===== config.mk =====
export PLATFORM = sky130hd
export DESIGN_NAME = nf3_queue
export DESIGN_NICKNAME = d
export VERILOG_FILES = /design/src/hdl/nf3_pkg.sv /design/src/hdl/nf3_queue.sv
export VERILOG_INCLUDE_DIRS = /design/src /design/src/hdl
export SDC_FILE = /design/constraint.sdc
export NUM_CORES = 1
export LEC_CHECK = 0
export BUFFER_PORTS_ARGS = -buffer_cell sky130_fd_sc_hd__buf_2
export CAP_MARGIN = 20
export CORE_UTILIZATION = 50
export CTS_BUF_LIST = sky130_fd_sc_hd__clkbuf_8
export DETAILED_ROUTE_END_ITERATION = 8
export PLACE_DENSITY_LB_ADDON = 0.08
export RECOVER_POWER = 25
export SYNTH_ARGS = -nofsm -noshare
export SYNTH_HDL_FRONTEND = slang
export SYNTH_SLANG_ARGS = --single-unit

===== constraint.sdc =====
create_clock -name i_clk -period 6.9 [get_ports i_clk]
set_input_delay 0.69 -clock i_clk [delete_from_list [all_inputs] [get_ports i_clk]]
set_output_delay 0.69 -clock i_clk [all_outputs]
set_load 0.01 [all_outputs]

===== src/hdl/neighborhood_filter_3x3_unit_assert.svh =====
// ----------------------------------------------------------------------------
// neighborhood filter assertion macros
// shared property forms used by the filter modules
// ----------------------------------------------------------------------------
`ifndef NEIGHBORHOOD_FILTER_3X3_UNIT_ASSERT_SVH
`define NEIGHBORHOOD_FILTER_3X3_UNIT_ASSERT_SVH

// same-cycle implication
`define NF3_ASSERT_NOW(lbl, clk, rst_n, ante, cons, msg) \
    lbl: assert property (@(posedge clk) disable iff (!rst_n) (ante) |-> (cons)) \
        else $error(msg);

// next-cycle implication
`define NF3_ASSERT_NXT(lbl, clk, rst_n, ante, cons, msg) \
    lbl: assert property (@(posedge clk) disable iff (!rst_n) (ante) |=> (cons)) \
        else $error(msg);

`endif


===== src/hdl/nf3_pkg.sv =====
// ----------------------------------------------------------------------------
// nf3_pkg
// types and constants of the 3x3 neighborhood filter
// ----------------------------------------------------------------------------
package nf3_pkg;

    localparam int PIX_W      = 8;
    localparam int CFG_IDX_W  = 2;
    localparam int CFG_DATA_W = 13;
    localparam int Q_DEPTH    = 2;

    localparam logic [CFG_IDX_W-1:0] CFG_FRAME_WIDTH  = 2'd0;
    localparam logic [CFG_IDX_W-1:0] CFG_FRAME_HEIGHT = 2'd1;
    localparam logic [CFG_IDX_W-1:0] CFG_FILTER_MODE  = 2'd2;

    localparam logic [2:0] MODE_BOX    = 3'd0;
    localparam logic [2:0] MODE_SOBEL  = 3'd1;
    localparam logic [2:0] MODE_MEDIAN = 3'd2;
    localparam logic [2:0] MODE_MIN    = 3'd3;
    localparam logic [2:0] MODE_MAX    = 3'd4;

    // ceil(2^16 / 9), exact floor division for sums up to 2299
    localparam logic [12:0] BOX_RECIP = 13'd7282;

    typedef struct packed {
        logic [8:0][PIX_W-1:0] pix;
        logic                  frame_end;
    } t_win_item;

endpackage


===== src/hdl/nf3_queue.sv =====
// ----------------------------------------------------------------------------
// nf3_queue
// short window queue between front and back
// ----------------------------------------------------------------------------
module nf3_queue (
    input  logic               i_clk,
    input  logic               i_rst_n,
    input  logic               i_push,
    input  nf3_pkg::t_win_item i_item,
    input  logic               i_pop,
    output nf3_pkg::t_win_item o_item,
    output logic               o_full,
    output logic               o_empty
);
    import nf3_pkg::*;
    `include "neighborhood_filter_3x3_unit_assert.svh"

    localparam int PW = (Q_DEPTH > 1) ? $clog2(Q_DEPTH) : 1;
    localparam int NW = $clog2(Q_DEPTH + 1);

    t_win_item     r_mem [Q_DEPTH];
    logic [PW-1:0] r_wp, r_rp;
    logic [NW-1:0] r_cnt;

    assign o_item  = r_mem[r_rp];
    assign o_full  = (r_cnt == NW'(Q_DEPTH));
    assign o_empty = (r_cnt == '0);

    always_ff @(posedge i_clk) begin
        if (i_push) begin
            r_mem[r_wp] <= i_item;
        end
    end

    always_ff @(posedge i_clk) begin
        if (!i_rst_n) begin
            r_wp  <= '0;
            r_rp  <= '0;
            r_cnt <= '0;
        end else begin
            if (i_push) begin
                r_wp <= (32'(r_wp) == Q_DEPTH - 1) ? '0 : r_wp + PW'(1);
            end
            if (i_pop) begin
                r_rp <= (32'(r_rp) == Q_DEPTH - 1) ? '0 : r_rp + PW'(1);
            end
            if (i_push && !i_pop) begin
                r_cnt <= r_cnt + NW'(1);
            end else if (i_pop && !i_push) begin
                r_cnt <= r_cnt - NW'(1);
            end
        end
    end

    `NF3_ASSERT_NOW(a_cnt_bound, i_clk, i_rst_n, 1'b1, 32'(r_cnt) <= Q_DEPTH, "queue overfilled")
    `NF3_ASSERT_NOW(a_no_push_full, i_clk, i_rst_n, i_push, !o_full, "push into full queue")
    `NF3_ASSERT_NOW(a_no_pop_empty, i_clk, i_rst_n, i_pop, !o_empty, "pop from empty queue")
    `NF3_ASSERT_NXT(a_cnt_up, i_clk, i_rst_n, i_push && !i_pop, r_cnt == $past(r_cnt) + NW'(1),
        "queue count lost a push")
endmodule


======== Yosys cells after proc, flatten, opt, wreduce, memory -nomap -nowiden ========
Memory sizes are Yosys's and may differ from the RTL's. A register that Yosys moved wholly into a read port is not among the register bits.
Index checks and enable logic that the tools add are counted.
storage, ports and cells
  memories kept ........................... 1
  flip-flop bits (word level) ............. 4
  word-level logic and storage cells ...... 23
  output and inout bits ................... 75
  bits of input ports ..................... 77
  bits in writable memories ............... 146
memories
  name   words  width  rd ports  clocked after memory_dff  write ports  RTL line         RTL
  r_mem  2      73     1         1                         1            nf3_queue.sv:21  t_win_item r_mem [Q_DEPTH];
cells by class
  reductions and logical operators ........ 6
  mux-type cells .......................... 8
  add/subtract/negate cells ............... 4
  equal/unequal tests ..................... 1
operators with widths
  cell                                                                number
  1-bit two-way mux                                                   6
  2-bit two-way mux                                                   2
  1-bit adder, second input constant                                  2
  2-bit by 1-bit adder with 2-bit output, second input constant       1
  2-bit == test, second input constant                                1
  1-bit logical AND                                                   2
  1-bit logical NOT                                                   2
  2-bit logical NOT                                                   1
  2-bit nonzero test                                                  1
  2-bit by 1-bit subtractor with 2-bit output, second input constant  1

======== Depth between registers and ports, before layout ========
  word-level depth ........................ 4
  gate-level depth with buffers ........... 5
  mapped depth without buffers ............ 5

======== Worst setup path after synthesis ========
OpenSTA, ideal clock, no wires.
  path kind ............................... input to register
  start ................................... in i_push
  end ..................................... mem r_mem[0][0] (netlist bit) (enable)
  arrival ................................. 3.920 ns
  required time ........................... 6.386 ns
  cell stages on the path ................. 1
  setup slack ............................. 2.466 ns
  library setup time ...................... 0.514 ns
  buffers on the path ..................... 0
  cell sequence ........................... nor2b_1
between the ends
  cells in the longest elaborated chain, start to end .. 2
ends and longest elaborated chain
  element                                  RTL line         RTL
  from (decl)                              nf3_queue.sv:8   input logic i_push,
  1-bit two-way mux                        nf3_queue.sv:30  if (i_push) begin
  1-bit two-way mux (not written as such)  nf3_queue.sv:31  r_mem[r_wp] <= i_item;
  to (decl)                                nf3_queue.sv:21
Every way passes these cells.

==> impl_metrics.env <==
export IMPL_status="finished clean"
export IMPL_grt_max_degree=75
export IMPL_critPathLaunchType="register"
export IMPL_synth_edf_count=146
export IMPL_gr_usage_all_layers_pct=16.95
export IMPL_pwr_density_cell_nw_per_um2=283.9
export IMPL_post_drt_wl_per_cell_um=16.30
export IMPL_synthMostInstantiatedCell="edfxtp_1"
export IMPL_drive_above_1_share_pct=56.71
export IMPL_ys_top_cells_by_count="146 x edfxtp_1, 73 x mux2_2, 7 x buf_6"
export IMPL_yosys_warnings=0
export IMPL_route_detailed_drc=0
export IMPL_cts_max_level=4
export IMPL_synth_top_area_share_pct=79.55
export IMPL_yosys_area_top_type="edfxtp_1"
export IMPL_grt_first_pass_wirelength_mm=14.09
export IMPL_synth_area_leaders="edfxtp_1 80%, mux2_2 15%, dfxtp_1 1.8%"
export IMPL_avgSynthCellArea_um2=22.13
export IMPL_cts_buffers=17
export IMPL_cts_max_path_buffers=2
export IMPL_cts_tree="done"
export IMPL_coreArea_um2=10510
export IMPL_syn_area_um2=5512
export IMPL_hpwl_mm=5.694
export IMPL_post_cts_buffers=0
export IMPL_ios=152
export IMPL_hold_path_depth=1
export IMPL_path_clk_slew_ps=90
export IMPL_fin_nets=490
export IMPL_grt_pass1_vias=2896
export IMPL_synthToLayoutAreaGrowth_pct=22.27
export IMPL_initial_core_util_pct=52.45
export IMPL_hold_viol=0
export IMPL_fin_crit_ps=2727
export IMPL_root_buffer="clkbuf_8"
export IMPL_die_x_um=107.0
export IMPL_slew_headroom_pct=33.39
export IMPL_drv_slew=0
export IMPL_synth_nets=327
export IMPL_synth_cell_types=17
export IMPL_row_count=37
export IMPL_yosysSeqAreaShare_pct=81.36
export IMPL_antenna_left=0
export IMPL_grt_overflow=0
export IMPL_place_gp_congestion=0.6712
export IMPL_rrSetupSlack_ps=5270
export IMPL_fmax_ghz=0.3667
export IMPL_dr_pass1_iters=4
export IMPL_antenna_cells=0
export IMPL_p_leak_nw=2.492
export IMPL_die_area_um2=11450
export IMPL_clkLatencyLatePin_ps=430
export IMPL_drv_cap=0
export IMPL_avgViaCountPerCell=4.984
export IMPL_holdWs_ps=442.7
export IMPL_io_buffers=151
export IMPL_wl_mm=9.147
export IMPL_syn_inst=249
export IMPL_fin_skew_ps=11.79
export IMPL_required_ps=6210
export IMPL_cts_sinks=151
export IMPL_peakVddDrop_uv=212.1
export IMPL_cp_arrival_ps=2040
export IMPL_tightest_slew_ps=999.2
export IMPL_crit_type="register to primary output"
export IMPL_fin_crit_sh_pct=39.52
export IMPL_synth_seq_cells=151
export IMPL_worstSetupEndpointType="primary output"
export IMPL_rsz0062_at_grt="false"
export IMPL_cp_max_fo=73
export IMPL_setup_violations=0
export IMPL_synth_flop_cell="edfxtp_1"
export IMPL_vias=2796
export IMPL_first_iter_violations=134
export IMPL_cts_resized=0
export IMPL_fin_tns_setup_ps=0
export IMPL_r2r_cells=2
export IMPL_die_y_um=107.0
export IMPL_hold_class="input port to register"
export IMPL_antenna_found_initial=1
export IMPL_hold_buffers=0
export IMPL_ys_async_sr_fraction_pct=0
==> cell usage in the layout (no fill, tap or decap), types with 3 or more instances in the layout <==
cell,netlist,routed
and2_1,4,3
dfxtp_1,5,4
inv_1,1,3
clkbuf_8,0,17
edfxtp_1,146,146
mux2_2,73,73
buf_2,0,134
clkbuf_1,0,17
inv_6,0,4
clkinvlp_4,0,4
==> cell type report <==
cell class / instances / area (um^2)
flip-flops and latches: 151 / 4488
inverters: 1 / 3.754
multi-input cells: 89 / 947.2
clock buffers: 17 / 234.0
fillers: 778 / 3770
clock inverters: 15 / 153.9
repair buffers: 152 / 742.0
well taps: 136 / 170.2
==> layer usage <==
layer | share of wire, % | wire [um] | vias to the layer above | track usage (%)
li1 | - | - | 1308 | -
met1 | 41 | 3756 | 1367 | 19.72
met2 | 51 | 4626 | 107 | 28.11
met3 | 7.0 | 636 | 12 | 6.140
met4 | 1.3 | 118 | 2 | 7.730
met5 | 0.11 | 10 | - | 0
==> logic make-up after synthesis <==
kind of cell | after synthesis | synth area share, %
flops | 151 | 81.36
fa+ha+maj | 1 | 0.2270
buf+inv | 9 | 1.635
xor+xnor | 3 | 0.4768
mux | 73 | 14.91
compound gates | 3 | 0.3632
simple gates | 9 | 1.021
==> sequential cells by signal (all words and copies together) (netlist names), named ones only <==
name,count
r_wp,1
r_cnt,2
r_mem,146
r_rp,1
==> stage by stage <==
stage               cell area (um^2)  std cells  worst slack (ps)  utilization, %  total power [mW]
detailed placement              6372        529              4586           60.64             1.294
global route                    6739        561              4036           64.13             1.991
global placement                6372        529              4576           60.64             1.290
floorplan                       5512        249              2466               -             1.214
finish                          6739        561              4173           64.13             1.913
CTS                             6760        561              4112           64.33             1.937
==> worst paths after layout <==
check	start	endpoint
worst max-delay path	register	o_item[63]
worst min register to register	r_cnt[1]	r_cnt[1]
worst min-delay path	i_item[66]	r_mem[1][66]
worst max register to register	r_wp	r_mem[0][17]
==> worst max-delay path, stage by stage, from the launching register on <==
cell,delay (ps)
dfxtp_4,980
mux2_2,430
buf_2,140
==> where the power goes <==
group	switching, mW	internal (mW)	total, mW
registers	0.0281	1.06	1.09
logic	0.0868	0.0946	0.181
clock network	0.323	0.323	0.645
total	0.438	1.48	1.91
(Power assumes the default switching activity.)
